## src/hdl/batching_wait_queue_with_timeout_assert.svh

```systemverilog
// ----------------------------------------------------------------------------
// Batching wait queue with timeout: assertion macros
// Concurrent assertion wrappers clocked on clk_i. They are empty in synthesis.
// ----------------------------------------------------------------------------
`ifndef BATCHING_WAIT_QUEUE_WITH_TIMEOUT_ASSERT_SVH
`define BATCHING_WAIT_QUEUE_WITH_TIMEOUT_ASSERT_SVH
`ifndef SYNTHESIS
`define BWQT_ASSERT(lbl, prop, msg) \
  lbl: assert property (@(posedge clk_i) disable iff (!rst_ni) (prop)) else $error(msg);
`define BWQT_ASSERT_ALWAYS(lbl, prop, msg) \
  lbl: assert property (@(posedge clk_i) (prop)) else $error(msg);
`else
`define BWQT_ASSERT(lbl, prop, msg)
`define BWQT_ASSERT_ALWAYS(lbl, prop, msg)
`endif
`endif

```

## src/hdl/bwqt_pkg.sv

```systemverilog
// ----------------------------------------------------------------------------
// Batching wait queue with timeout: package
// Shared codes, constants and the words passed between the blocks.
// ----------------------------------------------------------------------------
`timescale 1ns / 1ps
`default_nettype none

package bwqt_pkg;

  localparam int BATCH_W = 5;
  localparam int AGE_W   = 16;
  localparam int OID_W   = 8;
  localparam int SEAT_W  = 4;

  localparam logic [BATCH_W-1:0] BATCH_CAP = 5'd16;

  localparam logic [1:0] CMD_JOIN  = 2'd0;
  localparam logic [1:0] CMD_LEAVE = 2'd1;
  localparam logic [1:0] CMD_TICK  = 2'd2;

  typedef enum logic [1:0] {
    OP_JOIN  = 2'd0,
    OP_LEAVE = 2'd1,
    OP_TICK  = 2'd2
  } op_e;

  typedef enum logic [2:0] {
    KIND_JOINED    = 3'd0,
    KIND_DUPLICATE = 3'd1,
    KIND_FULL      = 3'd2,
    KIND_LEFT      = 3'd3,
    KIND_ABSENT    = 3'd4,
    KIND_RELEASED  = 3'd5
  } kind_e;

  typedef struct packed {
    op_e              op;
    logic [OID_W-1:0] id;
  } q_word_t;

  typedef struct packed {
    logic [BATCH_W-1:0] max_batch;
    logic [BATCH_W-1:0] min_batch;
    logic [AGE_W-1:0]   timeout_ticks;
  } cfg_t;

  typedef struct packed {
    kind_e             kind;
    logic [OID_W-1:0]  id;
    logic [SEAT_W-1:0] seat;
    logic              last;
  } res_t;

endpackage

`default_nettype wire

```

## src/hdl/batching_wait_queue_with_timeout.sv

```systemverilog
// ----------------------------------------------------------------------------
// Batching wait queue with timeout
// Ordered wait queue of member ids that releases batches on size or age.
//
//   Channel  Direction  Handshake               Payload
//   in       input      in_valid_i, in_stall_o  command_i, member_id_i
//   out      output     out_valid_o, out_stall_i kind_o, member_id_res_o, seat_o, last_o
//   cfg      input      psel, penable, pready   paddr, pwdata, pwrite, prdata
//
// A join, or a leave that misses, reads the stored ids in turn up to a match or the end.
// A leave that finds its id then moves the entries behind it up before its result word.
// A releasing tick reads out each released id, then moves the remaining entries up;
// any other tick at most updates the age. The store's single read port sets this pace.
// Reset clears the counters, state and valid flags; the id store needs no clearing pass.
// A stalled result holds the engine; the front takes words until its two-entry queue fills.
// ----------------------------------------------------------------------------
`timescale 1ns / 1ps
`default_nettype none
`include "batching_wait_queue_with_timeout_assert.svh"

module batching_wait_queue_with_timeout #(
  parameter int QUEUE_DEPTH = 16,
  parameter int ID_BITS     = 8
) (
  input  logic        clk_i,
  input  logic        rst_ni,
  input  logic        in_valid_i,
  output logic        in_stall_o,
  input  logic [1:0]  command_i,
  input  logic [7:0]  member_id_i,
  output logic        out_valid_o,
  input  logic        out_stall_i,
  output logic [2:0]  kind_o,
  output logic [7:0]  member_id_res_o,
  output logic [3:0]  seat_o,
  output logic        last_o,
  input  logic        psel,
  input  logic        penable,
  input  logic        pwrite,
  input  logic [3:0]  paddr,
  input  logic [31:0] pwdata,
  output logic [31:0] prdata,
  output logic        pready
);

  localparam logic [1:0] REG_MAX_BATCH = 2'd0;
  localparam logic [1:0] REG_MIN_BATCH = 2'd1;
  localparam logic [1:0] REG_TIMEOUT   = 2'd2;

  logic [bwqt_pkg::BATCH_W-1:0] max_batch_q, min_batch_q;
  logic [bwqt_pkg::AGE_W-1:0]   timeout_q;
  bwqt_pkg::cfg_t               cfg;
  bwqt_pkg::q_word_t            q_word;
  bwqt_pkg::res_t               res;
  logic                         q_valid, q_pop, cfg_wr;

  assign pready = 1'b1;
  assign cfg_wr = psel && penable && pwrite && pready;

  always_ff @(posedge clk_i or negedge rst_ni) begin
    if (!rst_ni) begin
      max_batch_q <= 5'd4;
      min_batch_q <= 5'd2;
      timeout_q   <= 16'd100;
    end else if (cfg_wr) begin
      unique case (paddr[3:2])
        REG_MAX_BATCH: max_batch_q <= pwdata[bwqt_pkg::BATCH_W-1:0];
        REG_MIN_BATCH: min_batch_q <= pwdata[bwqt_pkg::BATCH_W-1:0];
        REG_TIMEOUT:   timeout_q   <= pwdata[bwqt_pkg::AGE_W-1:0];
        default:       timeout_q   <= timeout_q;
      endcase
    end
  end

  always_comb begin
    unique case (paddr[3:2])
      REG_MAX_BATCH: prdata = 32'(max_batch_q);
      REG_MIN_BATCH: prdata = 32'(min_batch_q);
      REG_TIMEOUT:   prdata = 32'(timeout_q);
      default:       prdata = '0;
    endcase
  end

  assign cfg.max_batch     = max_batch_q;
  assign cfg.min_batch     = min_batch_q;
  assign cfg.timeout_ticks = timeout_q;

  bwqt_front u_front (
    .clk_i       (clk_i),
    .rst_ni      (rst_ni),
    .in_valid_i  (in_valid_i),
    .in_stall_o  (in_stall_o),
    .command_i   (command_i),
    .member_id_i (member_id_i),
    .q_valid_o   (q_valid),
    .q_word_o    (q_word),
    .q_pop_i     (q_pop)
  );

  bwqt_engine #(
    .QUEUE_DEPTH (QUEUE_DEPTH),
    .ID_BITS     (ID_BITS)
  ) u_engine (
    .clk_i       (clk_i),
    .rst_ni      (rst_ni),
    .q_valid_i   (q_valid),
    .q_word_i    (q_word),
    .q_pop_o     (q_pop),
    .cfg_i       (cfg),
    .out_valid_o (out_valid_o),
    .out_stall_i (out_stall_i),
    .res_o       (res)
  );

  assign kind_o          = res.kind;
  assign member_id_res_o = res.id;
  assign seat_o          = res.seat;
  assign last_o          = res.last;

  `BWQT_ASSERT(a_single_shape, out_valid_o && (kind_o != bwqt_pkg::KIND_RELEASED) |-> last_o && (seat_o == 4'd0), "Non-release word must be last with seat zero.")
  `BWQT_ASSERT(a_seat_step, out_valid_o && !out_stall_i && (kind_o == bwqt_pkg::KIND_RELEASED) && !last_o |=> (kind_o == bwqt_pkg::KIND_RELEASED) && (!out_valid_o || (seat_o == $past(seat_o) + 4'd1)), "Released seats must follow in order.")
  `BWQT_ASSERT_ALWAYS(a_reset_quiet, !rst_ni |=> !out_valid_o, "No result word may follow reset at once.")

endmodule

`default_nettype wire

```

## src/hdl/bwqt_ram.sv

```systemverilog
// ----------------------------------------------------------------------------
// Generic RAM
// One write port and one read port with registered read data.
// ----------------------------------------------------------------------------
`timescale 1ns / 1ps
`default_nettype none

module bwqt_ram #(
  parameter int WIDTH = 8,
  parameter int DEPTH = 16,
  localparam int AW = (DEPTH > 1) ? $clog2(DEPTH) : 1
) (
  input  logic             clk_i,
  input  logic             we_i,
  input  logic [AW-1:0]    waddr_i,
  input  logic [WIDTH-1:0] wdata_i,
  input  logic             re_i,
  input  logic [AW-1:0]    raddr_i,
  output logic [WIDTH-1:0] rdata_o
);

  logic [WIDTH-1:0] mem_q [DEPTH];
  logic [WIDTH-1:0] rdata_q;

  always_ff @(posedge clk_i) begin
    if (we_i) begin
      mem_q[waddr_i] <= wdata_i;
    end
    if (re_i) begin
      rdata_q <= mem_q[raddr_i];
    end
  end

  assign rdata_o = rdata_q;

endmodule

`default_nettype wire

```

## src/hdl/bwqt_front.sv

```systemverilog
// ----------------------------------------------------------------------------
// Batching wait queue with timeout: front end
// Takes input words, decodes the command and queues known ones for the engine.
// ----------------------------------------------------------------------------
`timescale 1ns / 1ps
`default_nettype none

module bwqt_front (
  input  logic              clk_i,
  input  logic              rst_ni,
  input  logic              in_valid_i,
  output logic              in_stall_o,
  input  logic [1:0]        command_i,
  input  logic [7:0]        member_id_i,
  output logic              q_valid_o,
  output bwqt_pkg::q_word_t q_word_o,
  input  logic              q_pop_i
);

  bwqt_pkg::q_word_t fifo_q [2];
  bwqt_pkg::q_word_t word;
  logic              known;
  logic              push;
  logic              wr_q, rd_q;
  logic [1:0]        cnt_q, cnt_d;

  always_comb begin
    word.id = member_id_i;
    word.op = bwqt_pkg::OP_TICK;
    known   = 1'b1;
    unique case (command_i)
      bwqt_pkg::CMD_JOIN:  word.op = bwqt_pkg::OP_JOIN;
      bwqt_pkg::CMD_LEAVE: word.op = bwqt_pkg::OP_LEAVE;
      bwqt_pkg::CMD_TICK:  word.op = bwqt_pkg::OP_TICK;
      default:             known   = 1'b0;
    endcase
  end

  assign in_stall_o = (cnt_q == 2'd2);
  assign push       = in_valid_i && !in_stall_o && known;
  assign q_valid_o  = (cnt_q != 2'd0);
  assign q_word_o   = fifo_q[rd_q];

  always_comb begin
    cnt_d = cnt_q;
    if (push && !q_pop_i) begin
      cnt_d = cnt_q + 2'd1;
    end else if (!push && q_pop_i) begin
      cnt_d = cnt_q - 2'd1;
    end
  end

  always_ff @(posedge clk_i or negedge rst_ni) begin
    if (!rst_ni) begin
      cnt_q <= 2'd0;
      wr_q  <= 1'b0;
      rd_q  <= 1'b0;
    end else begin
      cnt_q <= cnt_d;
      if (push) begin
        wr_q <= ~wr_q;
      end
      if (q_pop_i) begin
        rd_q <= ~rd_q;
      end
    end
  end

  always_ff @(posedge clk_i) begin
    if (push) begin
      fifo_q[wr_q] <= word;
    end
  end

endmodule

`default_nettype wire

```

## src/hdl/bwqt_engine.sv

```systemverilog
// ----------------------------------------------------------------------------
// Batching wait queue with timeout: engine
// Walks the id store one entry per cycle to search, compact and release; a stalled result holds a release.
// ----------------------------------------------------------------------------
`timescale 1ns / 1ps
`default_nettype none

module bwqt_engine #(
  parameter int QUEUE_DEPTH = 16,
  parameter int ID_BITS     = 8
) (
  input  logic              clk_i,
  input  logic              rst_ni,
  input  logic              q_valid_i,
  input  bwqt_pkg::q_word_t q_word_i,
  output logic              q_pop_o,
  input  bwqt_pkg::cfg_t    cfg_i,
  output logic              out_valid_o,
  input  logic              out_stall_i,
  output bwqt_pkg::res_t    res_o
);

  localparam int AW = (QUEUE_DEPTH > 1) ? $clog2(QUEUE_DEPTH) : 1;
  localparam int CW = $clog2(QUEUE_DEPTH + 1);
  localparam int XW = (CW > bwqt_pkg::BATCH_W) ? CW : bwqt_pkg::BATCH_W;
  localparam logic [CW-1:0] FULL_COUNT = CW'(QUEUE_DEPTH);
  localparam logic [CW-1:0] ONE        = CW'(1);

  localparam logic [2:0] ST_IDLE    = 3'd0;
  localparam logic [2:0] ST_SCAN    = 3'd1;
  localparam logic [2:0] ST_COMPACT = 3'd2;
  localparam logic [2:0] ST_RELEASE = 3'd3;
  localparam logic [2:0] ST_EMIT    = 3'd4;

  logic [2:0]                  state_q, state_d;
  bwqt_pkg::op_e               op_q, op_d;
  bwqt_pkg::kind_e             kind_q, kind_d;
  logic [ID_BITS-1:0]          id_q, id_d;
  logic [CW-1:0]               count_q, count_d;
  logic [CW-1:0]               ptr_q, ptr_d;
  logic [CW-1:0]               wptr_q, wptr_d;
  logic [CW-1:0]               nrel_q, nrel_d;
  logic [bwqt_pkg::AGE_W-1:0]  age_q, age_d, age_inc;
  logic                        vld_q, vld_d;
  logic                        out_valid_q, out_valid_d;
  bwqt_pkg::res_t              out_q, out_d;

  logic                        ram_we, ram_re;
  logic [AW-1:0]               ram_waddr;
  logic [ID_BITS-1:0]          ram_wdata, ram_rdata;

  logic [bwqt_pkg::BATCH_W-1:0] cap_b;
  logic [XW-1:0]                cap_x, cnt_x, min_x;
  logic                         rel_full, rel_timed;
  logic                         id_match, ov_free, issue, consume, rel_last;

  bwqt_ram #(
    .WIDTH (ID_BITS),
    .DEPTH (QUEUE_DEPTH)
  ) u_store (
    .clk_i   (clk_i),
    .we_i    (ram_we),
    .waddr_i (ram_waddr),
    .wdata_i (ram_wdata),
    .re_i    (ram_re),
    .raddr_i (ptr_q[AW-1:0]),
    .rdata_o (ram_rdata)
  );

  assign cap_b = (cfg_i.max_batch == '0) ? 5'd1 :
                 (cfg_i.max_batch > bwqt_pkg::BATCH_CAP) ? bwqt_pkg::BATCH_CAP :
                 cfg_i.max_batch;
  assign cap_x     = XW'(cap_b);
  assign cnt_x     = XW'(count_q);
  assign min_x     = XW'(cfg_i.min_batch);
  assign age_inc   = (age_q == '1) ? age_q : age_q + 16'd1;
  assign rel_full  = (cnt_x >= cap_x);
  assign rel_timed = (cnt_x >= min_x) && (age_inc >= cfg_i.timeout_ticks);
  assign id_match  = (ram_rdata == id_q);
  assign ov_free   = !out_valid_q || !out_stall_i;
  assign rel_last  = ((wptr_q + ONE) == nrel_q);

  always_comb begin
    state_d     = state_q;
    op_d        = op_q;
    kind_d      = kind_q;
    id_d        = id_q;
    count_d     = count_q;
    ptr_d       = ptr_q;
    wptr_d      = wptr_q;
    nrel_d      = nrel_q;
    age_d       = age_q;
    vld_d       = 1'b0;
    out_valid_d = out_valid_q && out_stall_i;
    out_d       = out_q;
    q_pop_o     = 1'b0;
    ram_re      = 1'b0;
    ram_we      = 1'b0;
    ram_waddr   = wptr_q[AW-1:0];
    ram_wdata   = ram_rdata;
    issue       = 1'b0;
    consume     = 1'b0;
    unique case (state_q)
      ST_IDLE: begin
        if (q_valid_i) begin
          q_pop_o = 1'b1;
          op_d    = q_word_i.op;
          id_d    = ID_BITS'(q_word_i.id);
          ptr_d   = '0;
          wptr_d  = '0;
          unique case (q_word_i.op)
            bwqt_pkg::OP_JOIN, bwqt_pkg::OP_LEAVE: state_d = ST_SCAN;
            bwqt_pkg::OP_TICK: begin
              if (count_q != '0) begin
                if (rel_full || rel_timed) begin
                  age_d   = '0;
                  nrel_d  = rel_full ? CW'(cap_x) : count_q;
                  state_d = ST_RELEASE;
                end else begin
                  age_d = age_inc;
                end
              end
            end
            default: state_d = ST_IDLE;
          endcase
        end
      end
      ST_SCAN: begin
        if (vld_q && id_match) begin
          if (op_q == bwqt_pkg::OP_JOIN) begin
            kind_d  = bwqt_pkg::KIND_DUPLICATE;
            state_d = ST_EMIT;
          end else begin
            kind_d  = bwqt_pkg::KIND_LEFT;
            nrel_d  = ONE;
            wptr_d  = wptr_q;
            ptr_d   = wptr_q + ONE;
            state_d = ST_COMPACT;
          end
        end else begin
          issue = (ptr_q < count_q);
          if (issue) begin
            ram_re = 1'b1;
            ptr_d  = ptr_q + ONE;
          end
          vld_d = issue;
          if (vld_q) begin
            wptr_d = wptr_q + ONE;
          end
          if (!vld_q && !issue) begin
            if (op_q == bwqt_pkg::OP_JOIN) begin
              if (count_q == FULL_COUNT) begin
                kind_d = bwqt_pkg::KIND_FULL;
              end else begin
                ram_we    = 1'b1;
                ram_waddr = count_q[AW-1:0];
                ram_wdata = id_q;
                count_d   = count_q + ONE;
                kind_d    = bwqt_pkg::KIND_JOINED;
                if (count_q == '0) begin
                  age_d = '0;
                end
              end
            end else begin
              kind_d = bwqt_pkg::KIND_ABSENT;
            end
            state_d = ST_EMIT;
          end
        end
      end
      ST_COMPACT: begin
        issue = (ptr_q < count_q);
        if (issue) begin
          ram_re = 1'b1;
          ptr_d  = ptr_q + ONE;
        end
        vld_d = issue;
        if (vld_q) begin
          ram_we = 1'b1;
          wptr_d = wptr_q + ONE;
        end
        if (!vld_q && !issue) begin
          count_d = count_q - nrel_q;
          state_d = (op_q == bwqt_pkg::OP_LEAVE) ? ST_EMIT : ST_IDLE;
        end
      end
      ST_RELEASE: begin
        consume = vld_q && ov_free;
        issue   = (ptr_q < nrel_q) && (!vld_q || consume);
        if (issue) begin
          ram_re = 1'b1;
          ptr_d  = ptr_q + ONE;
        end
        vld_d = issue || (vld_q && !consume);
        if (consume) begin
          out_valid_d = 1'b1;
          out_d.kind  = bwqt_pkg::KIND_RELEASED;
          out_d.id    = bwqt_pkg::OID_W'(ram_rdata);
          out_d.seat  = bwqt_pkg::SEAT_W'(wptr_q);
          out_d.last  = rel_last;
          wptr_d      = wptr_q + ONE;
          if (rel_last) begin
            ptr_d   = nrel_q;
            wptr_d  = '0;
            vld_d   = 1'b0;
            state_d = ST_COMPACT;
          end
        end
      end
      ST_EMIT: begin
        if (ov_free) begin
          out_valid_d = 1'b1;
          out_d.kind  = kind_q;
          out_d.id    = bwqt_pkg::OID_W'(id_q);
          out_d.seat  = '0;
          out_d.last  = 1'b1;
          state_d     = ST_IDLE;
        end
      end
      default: state_d = ST_IDLE;
    endcase
  end

  always_ff @(posedge clk_i or negedge rst_ni) begin
    if (!rst_ni) begin
      state_q     <= ST_IDLE;
      count_q     <= '0;
      age_q       <= '0;
      vld_q       <= 1'b0;
      out_valid_q <= 1'b0;
    end else begin
      state_q     <= state_d;
      count_q     <= count_d;
      age_q       <= age_d;
      vld_q       <= vld_d;
      out_valid_q <= out_valid_d;
    end
  end

  always_ff @(posedge clk_i) begin
    op_q   <= op_d;
    kind_q <= kind_d;
    id_q   <= id_d;
    ptr_q  <= ptr_d;
    wptr_q <= wptr_d;
    nrel_q <= nrel_d;
    out_q  <= out_d;
  end

  assign out_valid_o = out_valid_q;
  assign res_o       = out_q;

endmodule

`default_nettype wire

```

## config.mk

```make
export PLATFORM = sky130hd
export DESIGN_NAME = batching_wait_queue_with_timeout
export DESIGN_NICKNAME = d
export VERILOG_FILES = /design/src/hdl/bwqt_pkg.sv /design/src/hdl/batching_wait_queue_with_timeout.sv /design/src/hdl/bwqt_ram.sv /design/src/hdl/bwqt_front.sv /design/src/hdl/bwqt_engine.sv
export VERILOG_INCLUDE_DIRS = /design/src /design/src/hdl
export SDC_FILE = /design/constraint.sdc
export NUM_CORES = 1
export LEC_CHECK = 0
export BUFFER_PORTS_ARGS = -buffer_cell sky130_fd_sc_hd__buf_2
export CAP_MARGIN = 20
export CORE_ASPECT_RATIO = 1.75
export CORE_MARGIN = 2
export CORE_UTILIZATION = 40
export DETAILED_ROUTE_END_ITERATION = 12
export GPL_TIMING_DRIVEN = 0
export PLACE_DENSITY = 0.55
export SLEW_MARGIN = 20
export SYNTH_ARGS = -nofsm -noshare
export SYNTH_HDL_FRONTEND = slang
export SYNTH_HIERARCHICAL = 1
export SYNTH_SLANG_ARGS = --single-unit
```

## constraint.sdc

```tcl
create_clock -name clk_i -period 4.2 [get_ports clk_i]
set_input_delay 0.21 -clock clk_i [delete_from_list [all_inputs] [get_ports clk_i]]
set_output_delay 0.21 -clock clk_i [all_outputs]
set_load 0.02 [all_outputs]
```

Word level (Yosys, flattened, before mapping)

Memory sizes are Yosys's and may differ from the RTL's. A register that Yosys moved wholly into a read port is not among the register bits.
Cells that the tools add are included.

$add $sub $neg: 7
Magnitude comparators: 6
Eq/ne operators: 35
Multiplexer cells: 99
Bitwise logic cells: 2
Reductions and logical operators: 54

Operators with widths:

| kind                    | number |
|---|---|
| $mux W16                | 12 |
| $mux W5                 | 25 |
| $pmux W16 S2            | 2 |
| $pmux W16 S3            | 1 |
| $mux W3                 | 14 |
| $mux W8                 | 5 |
| $pmux W5 S4             | 2 |
| $mux W1                 | 20 |
| $mux W4                 | 5 |
| $ne A2 B1 Y1 const B    | 10 |
| $pmux W5 S2             | 2 |
| $add A16 B1 Y16 const B | 1 |
| $eq A16 B16 Y1 const B  | 1 |
| $ge A16 B16 Y1          | 1 |
| $add A5 B1 Y5 const B   | 3 |
| $pmux W3 S5             | 1 |
| $logic_and A1 B1 Y1     | 13 |
| $reduce_bool A2 Y1      | 6 |
| $ge A5 B5 Y1            | 2 |
| $logic_not A5 Y1        | 2 |
| $lt A5 B5 Y1            | 2 |
| $ne A2 B2 Y1 const B    | 5 |
| $reduce_and A2 Y1       | 5 |
| $reduce_and A9 Y1       | 1 |
| other kinds (34)        | 62 |

Flip-flop bits (word level): 100
Memory bits (writable): 148
Input bits: 53
Output and inout bits: 51
Word-level logic and storage cells: 226
Memories kept: 2

Memories:

| memory                 | depth | width | read ports | clocked after memory_dff | wr ports | line             | source |
|---|---|---|---|---|---|---|---|
| u_engine.u_store.mem_q | 16    | 8     | 1          | 1                        | 1        | bwqt_ram.sv:22   | `logic [WIDTH-1:0] mem_q [DEPTH];` |
| u_front.fifo_q         | 2     | 10    | 1          | 0                        | 1        | bwqt_front.sv:20 | `bwqt_pkg::q_word_t fifo_q [2];` |

Longest topological paths before layout

Gate-level depths: netlist (run 1).

Depth after elaboration: 10
Gate-level depth with buffers: 16
Depth with buffers taken out: 15

Cells and area by module

Netlist (run 1), hierarchy kept.

Modules (own cells, without submodules):

| module                           | times used | cells each | area an instance (um^2) | seq. area each (um^2) |
|---|---|---|---|---|
| bwqt_ram                         | 1          | 229        | 5227.5                  | 4083.9 |
| bwqt_engine                      | 1          | 528        | 5091.1                  | 1971.9 |
| batching_wait_queue_with_timeout | 1          | 106        | 1347.5                  | 656.9 |
| bwqt_front                       | 1          | 53         | 952.2                   | 700.7 |

Worst setup path after synthesis (run 1)

No wires, ideal clock.

Kind: reg2reg
From: reg u_engine/age_q[0] (netlist bit)
To: reg u_engine.nrel_q[0], enable pin
Setup time: 0.351 ns
Arrival time: 3.280 ns
Data required time: 3.849 ns
Setup slack: 0.569 ns
Cell stages (with the launch flop): 15
Path buffers: 0
Clock period less this slack: 3.631 ns
Cell sequence: dfrtp_1 -> ha_1 -> nand2_1 -> or4_4 -> nor2_8 -> nor2_4 -> and3_1 -> xnor2_1 -> ha_1 -> and4_1 -> o211ai_1 -> a2bb2oi_2 -> a221oi_2 -> nor2_1 -> a21oi_1

Longest elaborated chain between the ends: 7
Elaborated cells between the ends (all ways): 8
Those cells by class: add/sub: 1; order compare: 1; eq/ne: 2; mux: 1; reduce/logical: 3

Ends and longest elaborated chain:

| element                                           | line               | source |
|---|---|---|
| start: declaration                                | bwqt_engine.sv:43  | `logic [bwqt_pkg::AGE_W-1:0] age_q, age_d, age_inc;` |
| start signal: assignment                          | bwqt_engine.sv:234 | `age_q <= age_d;` |
| $add A16 B1 Y16 or $eq A16 B16 Y1 (tied branches) | bwqt_engine.sv:76  | `assign age_inc = (age_q == '1) ? age_q : age_q + 16'd1;` |
| $mux W16 *                                        | bwqt_engine.sv:76  |  |
| $ge A16 B16 Y1 *                                  | bwqt_engine.sv:78  | `assign rel_timed = (cnt_x >= min_x) && (age_inc >= cfg_i.timeout_ticks);` |
| $logic_and A1 B1 Y1 *                             | bwqt_engine.sv:78  |  |
| $logic_or A1 B1 Y1 *                              | bwqt_engine.sv:115 | `if (rel_full \|\| rel_timed) begin` |
| $ne A2 B1 Y1 (no line) *                          | n/a                |  |
| $reduce_and A7 Y1 (no line) *                     | n/a                |  |
| end signal: assignment                            | bwqt_engine.sv:246 | `nrel_q <= nrel_d;` |
| end: declaration                                  | bwqt_engine.sv:42  | `logic [CW-1:0] nrel_q, nrel_d;` |

Every way passes the cells marked *; elsewhere a longest branch is shown, timed or not.
A chain may end at the register's enable or synchronous reset.

Worst setup path after layout (run 1)

From: reg u_engine/age_q[0] (netlist bit)
To: reg u_engine/age_q[6] (netlist bit)

Longest elaborated chain between the ends: 10
Elaborated cells between the ends (all ways): 11
Those cells by class: add/sub: 1; order compare: 1; eq/ne: 1; mux: 6; reduce/logical: 2

Ends and longest elaborated chain:

| element                                           | line               | source |
|---|---|---|
| $add A16 B1 Y16 or $eq A16 B16 Y1 (tied branches) | bwqt_engine.sv:76  |  |
| $mux W16 *                                        | bwqt_engine.sv:76  |  |
| $ge A16 B16 Y1                                    | bwqt_engine.sv:78  |  |
| $logic_and A1 B1 Y1                               | bwqt_engine.sv:78  |  |
| $logic_or A1 B1 Y1                                | bwqt_engine.sv:115 |  |
| $mux W16 *                                        | bwqt_engine.sv:115 |  |
| $mux W16 *                                        | bwqt_engine.sv:114 | `if (count_q != '0) begin` |
| $mux W16 *                                        | bwqt_engine.sv:111 | `unique case (q_word_i.op)` |
| $mux W16 *                                        | bwqt_engine.sv:105 | `if (q_valid_i) begin` |
| $pmux W16 S2 *                                    | bwqt_engine.sv:103 | `unique case (state_q)` |

Every way passes the cells marked *; elsewhere a longest branch is shown, timed or not. The select of a mux whose other input is x is not followed.

==> flow_summary.yaml, run 1 <==
sta:
  setup_viol: 0
  tns_ns: 0
  rsz0062_at_grt: "yes"
  finalWorstSetupSlack_ns: 0.170
  max_slew_margin_pct: 34.8
  clock_skew_ns: 0.0212
  worst_hold_slack_ns: 0.0293
  period_minus_slack_ns: 4.03
  finalHoldViolCount: 0
  worst_pin_slew_ns: 0.970
  fmax_ghz: 0.248
  finalMaxSlewViolations: 0
  period_share_pct: 96.0
finish:
  final_nets: 1151
  final_layout_size_suffix_gt1_share_pct: 23.7
  seqCellArea_mm2: 0.00741
  area_delta_synth_final_pct: 16.6
  nFillCells: 2833
  fin_cells: 1468
  final_cell_area_mm2: 0.0147
  n_antenna_cell: 0
  multi_input_area_mm2: 0.00484
power:
  power_density_mw_per_mm2: 665
  comb_power_share_pct: 37.2
  clockPowerShare_pct: 22.6
  leakage_nw: 5.70
  p_seq_share_pct: 40.2
  vdd_drop_max_mv: 0.428
  swShare_pct: 36.7
  p_int_mw: 6.20
  p_sw_mw: 3.59
grt:
  track_usage_pct: 18.7
  grt_max_degree: 49
  first_global_vias: 8096
  gr-total-overflow: 0
  grt_pass1_wl_um: 46900
  antenna_found_initial: 0
route:
  top_layer_used: "met4"
  drc: 0
  first_pass_iters: 7
  drt_iter0_drc: 389
  vias: 7807
  ant_nets: 0
  via_per_inst: 5.32
  dr_wl_met3_um: 740
  routed_wl_um: 30800
  wire_per_inst_um: 21.0
  wl_met1_um: 10900
  dr_wl_met2_um: 17900
placed_design:
  placed_cells: 1397
  place_area_mm2: 0.0136
  portBuffers: 67
  pre_cts_ws_ns: -0.254
  globalplace.congestion: 0.817
  dp.final_hpwl_um: 22800
die:
  io_pins: 104
  chipHeight_um: 239
  start_util_pct: 40.3
  coreArea_mm2: 0.0313
  rows: 86
  die_area_mm2: 0.0330
  fp.dieW_um: 138
worst_setup_path:
  worstPathArrival_ns: 4.45
  cp-end-kind: "flop"
  crit_type: "flop to flop"
  required_ns: 4.62
  critPathLaunchType: "flop"
  critPathMaxFanout: 10
synthesis:
  syn_area_mm2: 0.0126
  synth_cells: 916
  async_flop_share_pct: 21.9
  ys_seq_elements: 256
  ys_types: 80
  ys_seq_area_share_pct: 58.8
  syn_avg_cell_area_um2: 13.8
  synth-warning-count: 6
  synth_edf_count: 200
  synthFlopType: "edfxtp_1"
cts:
  cts_setup_buffers: 0
  cts_tree: "built"
  numCtsBuffers: 25
  clock-sinks: 256
  clock-root-buffer: "clkbuf_16"
  h-tree-depth: 1
  clk_latency_ns: 0.55
  clk_pin_slew_ns: 0.07
  cts_buffer_depth: 3
min_path:
  hold_path.class: "input port to flop"
flow_run:
  maxCapViolations: 0
run_status:
  status: "finished, final reports clean"
-- worst max-delay path, cell delays in order, from the launching register on --
cell and delay [ns]:
dfrtp_1 0.43, ha_1 0.22, nand2_1 0.13, or4_4 0.50, nor2_8 0.20, nor2_4 0.09, and3_1 0.22, xnor2_1 0.15
ha_1 0.30, and4_1 0.32, o211ai_1 0.15, a2bb2oi_2 0.17, a221oi_4 0.35, nor4_4 0.10, buf_4 0.24, a221o_1 0.34
-- per-layer routing --
metal / global-route usage [%] / vias up
li1: - / 3689
met1: 18.7 / 3914
met2: 38.2 / 151
met3: 1.76 / 53
met5: 0 / -
met4: 8.29 / 0
-- through the flow --
| step | util [%] | total power, mW |
|---|---|---|
| global placement | 43.1 | 7.55 |
| CTS | 46.9 | 9.90 |
| detailed placement | 43.4 | 7.62 |
| global route | 47.0 | 10.4 |
| finish | 47.0 | 9.79 |
| floorplan | - | 6.39 |
-- cell usage after synthesis, types with 15 or more instances --
cell type / n / area (um^2)
mux2_1: 15 / 169
a22oi_1: 18 / 135
inv_1: 43 / 161
xor2_1: 24 / 210
mux2_2: 34 / 383
and2_1: 19 / 119
ha_1: 42 / 526
buf_4: 22 / 165
nand3_1: 17 / 85.1
mux4_2: 18 / 405
xnor2_1: 19 / 166
nor2_1: 58 / 218
dfrtp_1: 51 / 1280
o21ai_0: 23 / 115
edfxtp_1: 200 / 6010
a21oi_1: 34 / 170
nand2_1: 57 / 214
-- worst paths after layout --
| path | depth (start not counted) | slack [ns] | to | startpoint |
|---|---|---|---|---|
| setup / recovery | 15 | 0.17 | u_engine/age_q[6] | u_engine/age_q[0] |
| hold reg to reg | 1 | 0.48 | u_front/cnt_q[1] | u_front/cnt_q[1] |
| hold / removal | 4 | 0.03 | u_front/wr_q | command_i[0] |
| max in group asynchronous | 3 | 3.60 | timeout_q[5] | rst_ni |
| min in group asynchronous | 2 | 0.05 | max_batch_q[0] | rst_ni |
| setup reg to reg | 15 | 0.17 | u_engine/age_q[6] | u_engine/age_q[0] |
-- power groups by stage --
stage | clock network, mW | registers [mW] | logic [mW]
after global placement | 0 | 3.98 | 3.57
after floorplan | 0 | 3.87 | 2.52
after global routing | 2.35 | 4.00 | 4.01
after CTS | 2.27 | 3.94 | 3.68
final | 2.21 | 3.94 | 3.64
after detailed placement | 0 | 3.99 | 3.62
-- logic make-up (layout without fill, tap and decap cells) --
logic type,after synthesis,after routing,share of synthesized area (%)
other,2,17,0.0595
flip-flops,256,256,58.8
multiplexers,96,96,11.9
adder cells (fa/ha/maj),43,43,4.32
AO/OA/AOI/OAI,140,140,7.66
AND/OR/NAND/NOR,240,240,10.3
buffers and inverters,96,237,4.06
XOR/XNOR,43,43,2.98
-- timing repair --
action | CTS | global route
hold buffers | 27 | 0
endpoints found under the hold margin | 101 | 0
pin swaps | 0 | 1
resized for setup | 4 | 14
endpoints found under the setup margin | 33 | 114
-- layout make-up --
cell class	instances	share of cell area, %
plain buffers	52	2.37
multi-input cells	579	32.9
flip-flops and latches	256	50.4
clock buffers	26	4.28
inverters	44	1.12
clock inverters	18	1.16
repair buffers	97	4.45
well taps	396	3.37
-- sequential cells by signal, indices dropped and copies added, names as in the netlist, 8 cells and up --
register                  count
timeout_q                    16
u_engine/age_q               16
u_engine/id_q                 8
u_engine/res_o               16
u_engine/u_store/mem_q      128
u_engine/u_store/rdata_o      8
u_front/fifo_q               20
-- cells in the final DEF (no fill, tap or decap), types with 25 or more instances in the layout --
cell,Yosys,routed
a21oi_1,34,32
buf_2,10,75
clkbuf_16,0,25
dfrtp_1,51,51
dlygate4sd3_1,0,27
edfxtp_1,200,200
ha_1,42,42
inv_1,43,43
mux2_2,34,34
nand2_1,57,57
nor2_1,58,47
Power figures use the tool's default switching activity.
==> run 2, diff against run 1 <==
ABC_AREA = 1   (was unset)
==> flow_summary.yaml, run 2 <==
min_path:
  hold_path.class: "input port to flop"
die:
  io_pins: 104
  die_area_mm2: 0.0352
  chipHeight_um: 247
  coreArea_mm2: 0.0330
  fp.dieW_um: 143
  start_util_pct: 40.7
  rows: 88
sta:
  period_share_pct: 91.1
  rsz0062_at_grt: "no"
  setup_viol: 0
  clock_skew_ns: 0.0106
  finalMaxSlewViolations: 0
  period_minus_slack_ns: 3.82
  worst_pin_slew_ns: 1.03
  tns_ns: 0
  finalWorstSetupSlack_ns: 0.375
  max_slew_margin_pct: 30.9
  fmax_ghz: 0.261
  finalHoldViolCount: 0
finish:
  final_layout_size_suffix_gt1_share_pct: 14.4
  layout_common_cells: "nand2_1, inv_1, edfxtp_1"
  area_delta_synth_final_pct: 15.9
  layout_commonest_cell: "nand2_1"
  fin_util_pct: 47.2
  final_cell_area_mm2: 0.0156
  final_nets: 1736
  regMostFlops: "u_engine/u_store/mem_q"
  n_antenna_cell: 0
  top_regs: "u_engine/u_store/mem_q x128, u_front/fifo_q x20"
  largest_reg_flops: 128
route:
  vias: 10240
  wire_per_inst_um: 18.2
  via_per_inst: 4.96
  routed_wl_um: 37500
  drc: 0
  drt_iter0_drc: 534
  first_pass_iters: 5
  ant_nets: 0
flow_run:
  maxCapViolations: 0
cts:
  cts_setup_buffers: 0
  clk_latency_ns: 0.55
  clock-sinks: 256
  numCtsBuffers: 25
  clock-root-buffer: "clkbuf_16"
  hold_buffers: 28
  cts_tree: "built"
  cts-resized-gates: 0
  clk_pin_slew_ns: 0.06
  cts_buffer_depth: 3
  h-tree-depth: 1
grt:
  grt_max_degree: 57
  gr-total-overflow: 0
  use_met1_pct: 20.7
  grt_pass1_wl_um: 57400
  antenna_found_initial: 0
  first_global_vias: 10206
  busiest_layer: "met2"
  track_usage_pct: 21.7
  use_met3_pct: 1.96
  globalRouteMet2Util_pct: 43.3
synthesis:
  synthTopCellsByCount: "nand2_1, inv_1, edfxtp_1"
  yosys-top-cells-area: "edfxtp_1, nand2_1, dfrtp_1, inv_1, nand3_1"
  syn_area_mm2: 0.0134
  synthFlopType: "edfxtp_1"
  async_flop_share_pct: 21.9
  ys_types: 46
  ys_seq_elements: 256
  synth-warning-count: 6
  synth_top_area_share_pct: 44.7
  syn_avg_cell_area_um2: 9.00
  synth_area_leader_cell: "edfxtp_1"
  synth_cells: 1494
  ys_seq_area_share_pct: 55.1
  synth_edf_count: 200
  synth_most_common_cell: "nand2_1"
worst_setup_path:
  crit_type: "flop to flop"
  worstPathArrival_ns: 4.07
  crit_slowest_cell: "o21ai_0"
  cp-end-kind: "flop"
  slowest_delay_ns: 0.50
  required_ns: 4.45
  critPathMaxFanout: 7
  reg2reg_slack_ns: 0.38
  critPathLaunchType: "flop"
  crit_chain: "ha_1 > nand2_2 > nor3_4 > nand3_2 > nor2_2 > nand3_1 > o21ai_1 > inv_1 > ha_1 > nand2_1 > nor2_1 > and2_1 > nand2_1 > inv_1 > nand2_1 > nand2_1 > nand2_1 > nand2_1 > o21ai_0 > inv_1"
  cpMostUsedCell: "nand2_1"
run_status:
  status: "finished, final reports clean"
placed_design:
  pre_cts_ws_ns: 0.376
  place_area_mm2: 0.0145
  globalplace.congestion: 0.916
  dp.final_hpwl_um: 28700
  portBuffers: 68
power:
  vdd_drop_max_mv: 0.342
  power_density_mw_per_mm2: 676
  leakage_nw: 7.24
## run 2: cell count changes after synthesis, sizes merged, moves of 10 or more
| cell | previous run | this run |
|---|---|---|
| xnor2 | 19 | 6 |
| mux4 | 32 | 0 |
| mux2i | 10 | 0 |
| and2 | 20 | 1 |
| mux2 | 54 | 10 |
| nand3 | 19 | 145 |
| buf | 40 | 52 |
| nor2b | 14 | 0 |
| a22oi | 18 | 0 |
| xor2 | 24 | 13 |
| nand2 | 57 | 483 |
| inv | 44 | 239 |
| nor2 | 60 | 93 |
| o21ai | 33 | 60 |
## run 2: cells by family (layout without fill, tap and decap cells)
family,Yosys count,in the layout,share of synthesized area (%)
xor gates and xnor gates,19,19,1.24
adders and majority gates,43,43,4.06
AOI/OAI and AO/OA,112,112,4.69
and+or+nand+nor,758,758,24.1
other,2,17,0.0559
DFF,256,256,55.1
buffers and inverters,294,443,9.61
muxes,10,10,1.09
## run 2: per-stage QoR
stage,instances,hold slack (ns),power [mW]
final,2063,0.0329,10.5
after global placement,1982,0.398,8.12
after CTS,2063,0.0161,10.6
after floorplan,1509,-0.0856,6.65
after detailed placement,1990,0.336,8.31
after global routing,2063,0.0423,11.2
## run 2: layout make-up
| type | count | area, um^2 |
|---|---|---|
| Sequential cell | 256 | 7410 |
| Fill cell | 3191 | 17500 |
| Timing Repair Buffer | 104 | 721 |
| Multi-Input combinational cell | 959 | 4840 |
| Clock buffer | 34 | 721 |
| Tap cell | 405 | 507 |
| Clock inverter | 11 | 90.1 |
| Inverter | 239 | 897 |
| Buffer | 55 | 395 |
## run 2: critical path, delay by kind of cell (launching register included)
family | cells | cell delay (ns)
buf+inv | 3 | 0.35
compound gates | 2 | 0.75
simple gates | 13 | 1.35
flops | 1 | 0.49
fa+ha+maj | 2 | 0.57
## run 2: worst paths after layout
kind	to	depth (start not counted)	from
min reg2reg	timeout_q[5]	2	timeout_q[5]
max in group asynchronous	max_batch_q[3]	2	rst_ni
max reg2reg	u_engine/nrel_q[3]	20	u_engine/age_q[0]
min	u_front/fifo_q[1][8]	3	command_i[0]
max	u_engine/nrel_q[3]	20	u_engine/age_q[0]
min in group asynchronous	u_engine/age_q[11]	2	rst_ni
## run 2: per-layer routing
layer	share of wire, %	routed length, um
met2	57	21300
met5	0	0
met4	6.7	2510
met3	3.3	1230
met1	33	12500
## run 2: power by group
group | switching (mW) | internal, mW
Sequential | 0.339 | 3.54
Clock | 0.979 | 1.26
Combinational | 3.03 | 1.37
==> run 3, diff against run 2 <==
clock period = 4.8 ns   (was 4.2 ns; I/O delays follow)
==> flow_summary.yaml, run 3 (same netlist as run 2, synthesis figures left out) <==
route:
  top_layer_used: "met4"
  routed_wl_um: 37500
  drc: 0
  vias: 10232
  dr_wl_met3_um: 1310
  wire_per_inst_um: 18.2
  first_pass_iters: 6
  dr_wl_met2_um: 21300
  wl_met1_um: 12400
  via_per_inst: 4.96
  drt_iter0_drc: 542
  ant_nets: 0
worst_setup_path:
  cpLargestDelayFamily: "simple AND/OR/NAND/NOR gates"
  slowest_delay_ns: 0.74
  crit_chain: "inv_1 > ha_1 > nand2_1 > nor2_1 > o21ai_2 > nand3_2 > inv_2 > nor2_4 > nand2_2 > nor2_1 > buf_2 > o22ai_1 > inv_1 > nand3_1 > nor2_1"
  crit_slowest_cell: "nor2_1"
  critPathBufInv: 4
  cpMostUsedCell: "nor2_1"
  critPathMaxFanout: 10
  critPathLaunchType: "flop"
  cp-end-kind: "flop"
  crit_type: "flop to flop"
  worstPathArrival_ns: 4.03
  required_ns: 4.97
grt:
  track_usage_pct: 21.7
  first_global_vias: 10198
  grt_max_degree: 57
  gr-total-overflow: 0
  antenna_found_initial: 0
  grt_pass1_wl_um: 57400
finish:
  seqCellArea_mm2: 0.00741
  n_antenna_cell: 0
  layout_common_cells: "nand2_1, inv_1, edfxtp_1"
  multi_input_area_mm2: 0.00484
  final_layout_size_suffix_gt1_share_pct: 14.4
  largest_reg_flops: 128
  nFillCells: 3193
  regMostFlops: "u_engine/u_store/mem_q"
  layout_commonest_cell: "nand2_1"
  area_delta_synth_final_pct: 15.7
  top_regs: "u_engine/u_store/mem_q x128, u_front/fifo_q x20"
  final_nets: 1734
power:
  p_sw_mw: 3.81
  power_density_mw_per_mm2: 592
  finalPower_mw: 9.21
  leakage_nw: 7.23
  vdd_drop_max_mv: 0.302
  clockPowerShare_pct: 21.3
  comb_power_share_pct: 41.8
  p_seq_share_pct: 36.9
  swShare_pct: 41.4
  p_int_mw: 5.40
sta:
  period_minus_slack_ns: 3.85
  worst_pin_slew_ns: 1.03
  setup_viol: 0
  tns_ns: 0
  period_share_pct: 80.3
  clock_skew_ns: 0.00841
  rsz0062_at_grt: "no"
  max_slew_margin_pct: 30.7
  finalHoldViolCount: 0
  fmax_ghz: 0.259
  finalMaxSlewViolations: 0
cts:
  clock-sinks: 256
  cts-resized-gates: 0
  hold_buffers: 26
  clock-root-buffer: "clkbuf_16"
  clk_latency_ns: 0.54
  numCtsBuffers: 25
  cts_buffer_depth: 3
  cts_setup_buffers: 0
  cts_tree: "built"
  h-tree-depth: 1
  clk_pin_slew_ns: 0.06
placed_design:
  dp.final_hpwl_um: 28700
  globalplace.congestion: 0.916
  portBuffers: 68
die:
  start_util_pct: 40.7
  coreArea_mm2: 0.0330
  rows: 88
  die_area_mm2: 0.0352
  fp.dieW_um: 143
  io_pins: 104
  chipHeight_um: 247
run_status:
  status: "finished, final reports clean"
min_path:
  hold_path.class: "input port to flop"
flow_run:
  maxCapViolations: 0
## run 3: cell types whose count changed in the layout (fill, tap and decap cells not counted)
cell and delta:
dlygate4sd3_1 -2
## run 3: path summary, 6_finish.rpt
kind | from | to | slack, ns | cells after the start
setup / recovery | u_engine/cnt_x[4] | u_engine/u_store/mem_q[14][7] | 0.95 | 15
hold / removal | command_i[1] | u_front/fifo_q[1][8] | 0.03 | 2
hold reg to reg | timeout_q[5] | timeout_q[5] | 0.47 | 2
setup reg to reg | u_engine/cnt_x[4] | u_engine/u_store/mem_q[14][7] | 0.95 | 15
min in group asynchronous | rst_ni | u_engine/age_q[10] | 0.31 | 2
max in group asynchronous | rst_ni | max_batch_q[3] | 3.97 | 2
## run 3: per-stage QoR
step | utilization [%] | hold slack, ns | instances | instance area, um^2 | setup slack, ns
after CTS | 47.1 | 0.0102 | 2061 | 15600 | 0.983
after floorplan | - | -0.0556 | 1509 | 13500 | 1.97
after global routing | 47.1 | 0.0212 | 2061 | 15600 | 0.750
final | 47.1 | 0.0304 | 2061 | 15600 | 0.945
after global placement | 43.4 | 0.428 | 1982 | 14300 | 0.297
after detailed placement | 43.9 | 0.366 | 1990 | 14500 | 0.976
## run 3: cell type report
cell class | instances | share of cell area (%)
flip-flops and latches | 256 | 47.6
multi-input cells | 959 | 31.1
inverters | 239 | 5.77
clock buffers | 34 | 4.63
repair buffers | 102 | 4.50
well taps | 405 | 3.26
plain buffers | 55 | 2.54
clock inverters | 11 | 0.579
## run 3: layer usage
metal | vias to the layer above | global-route usage (%)
met4 | 0 | 13.4
met5 | - | 0
met1 | 4761 | 20.7
li1 | 5082 | -
met3 | 99 | 1.96
met2 | 290 | 43.3
## run 3: worst reg2reg max path, stage by stage, from the launching register on
cell and delay, ns:
dfrtp_1 0.50, inv_1 0.17, ha_1 0.33, nand2_1 0.08, nor2_1 0.16, o21ai_2 0.08
nand3_2 0.10, inv_2 0.10, nor2_4 0.14, nand2_2 0.11, nor2_1 0.15, buf_2 0.32
o22ai_1 0.17, inv_1 0.10, nand3_1 0.22, nor2_1 0.74
## run 3: power groups by stage
stage | combinational, mW | clock, mW | sequential, mW
CTS | 3.87 | 2.01 | 3.40
detailed placement | 3.83 | 0 | 3.44
global placement | 3.64 | 0 | 3.46
finish | 3.85 | 1.96 | 3.40
floorplan | 2.44 | 0 | 3.38
global route | 4.25 | 2.09 | 3.45
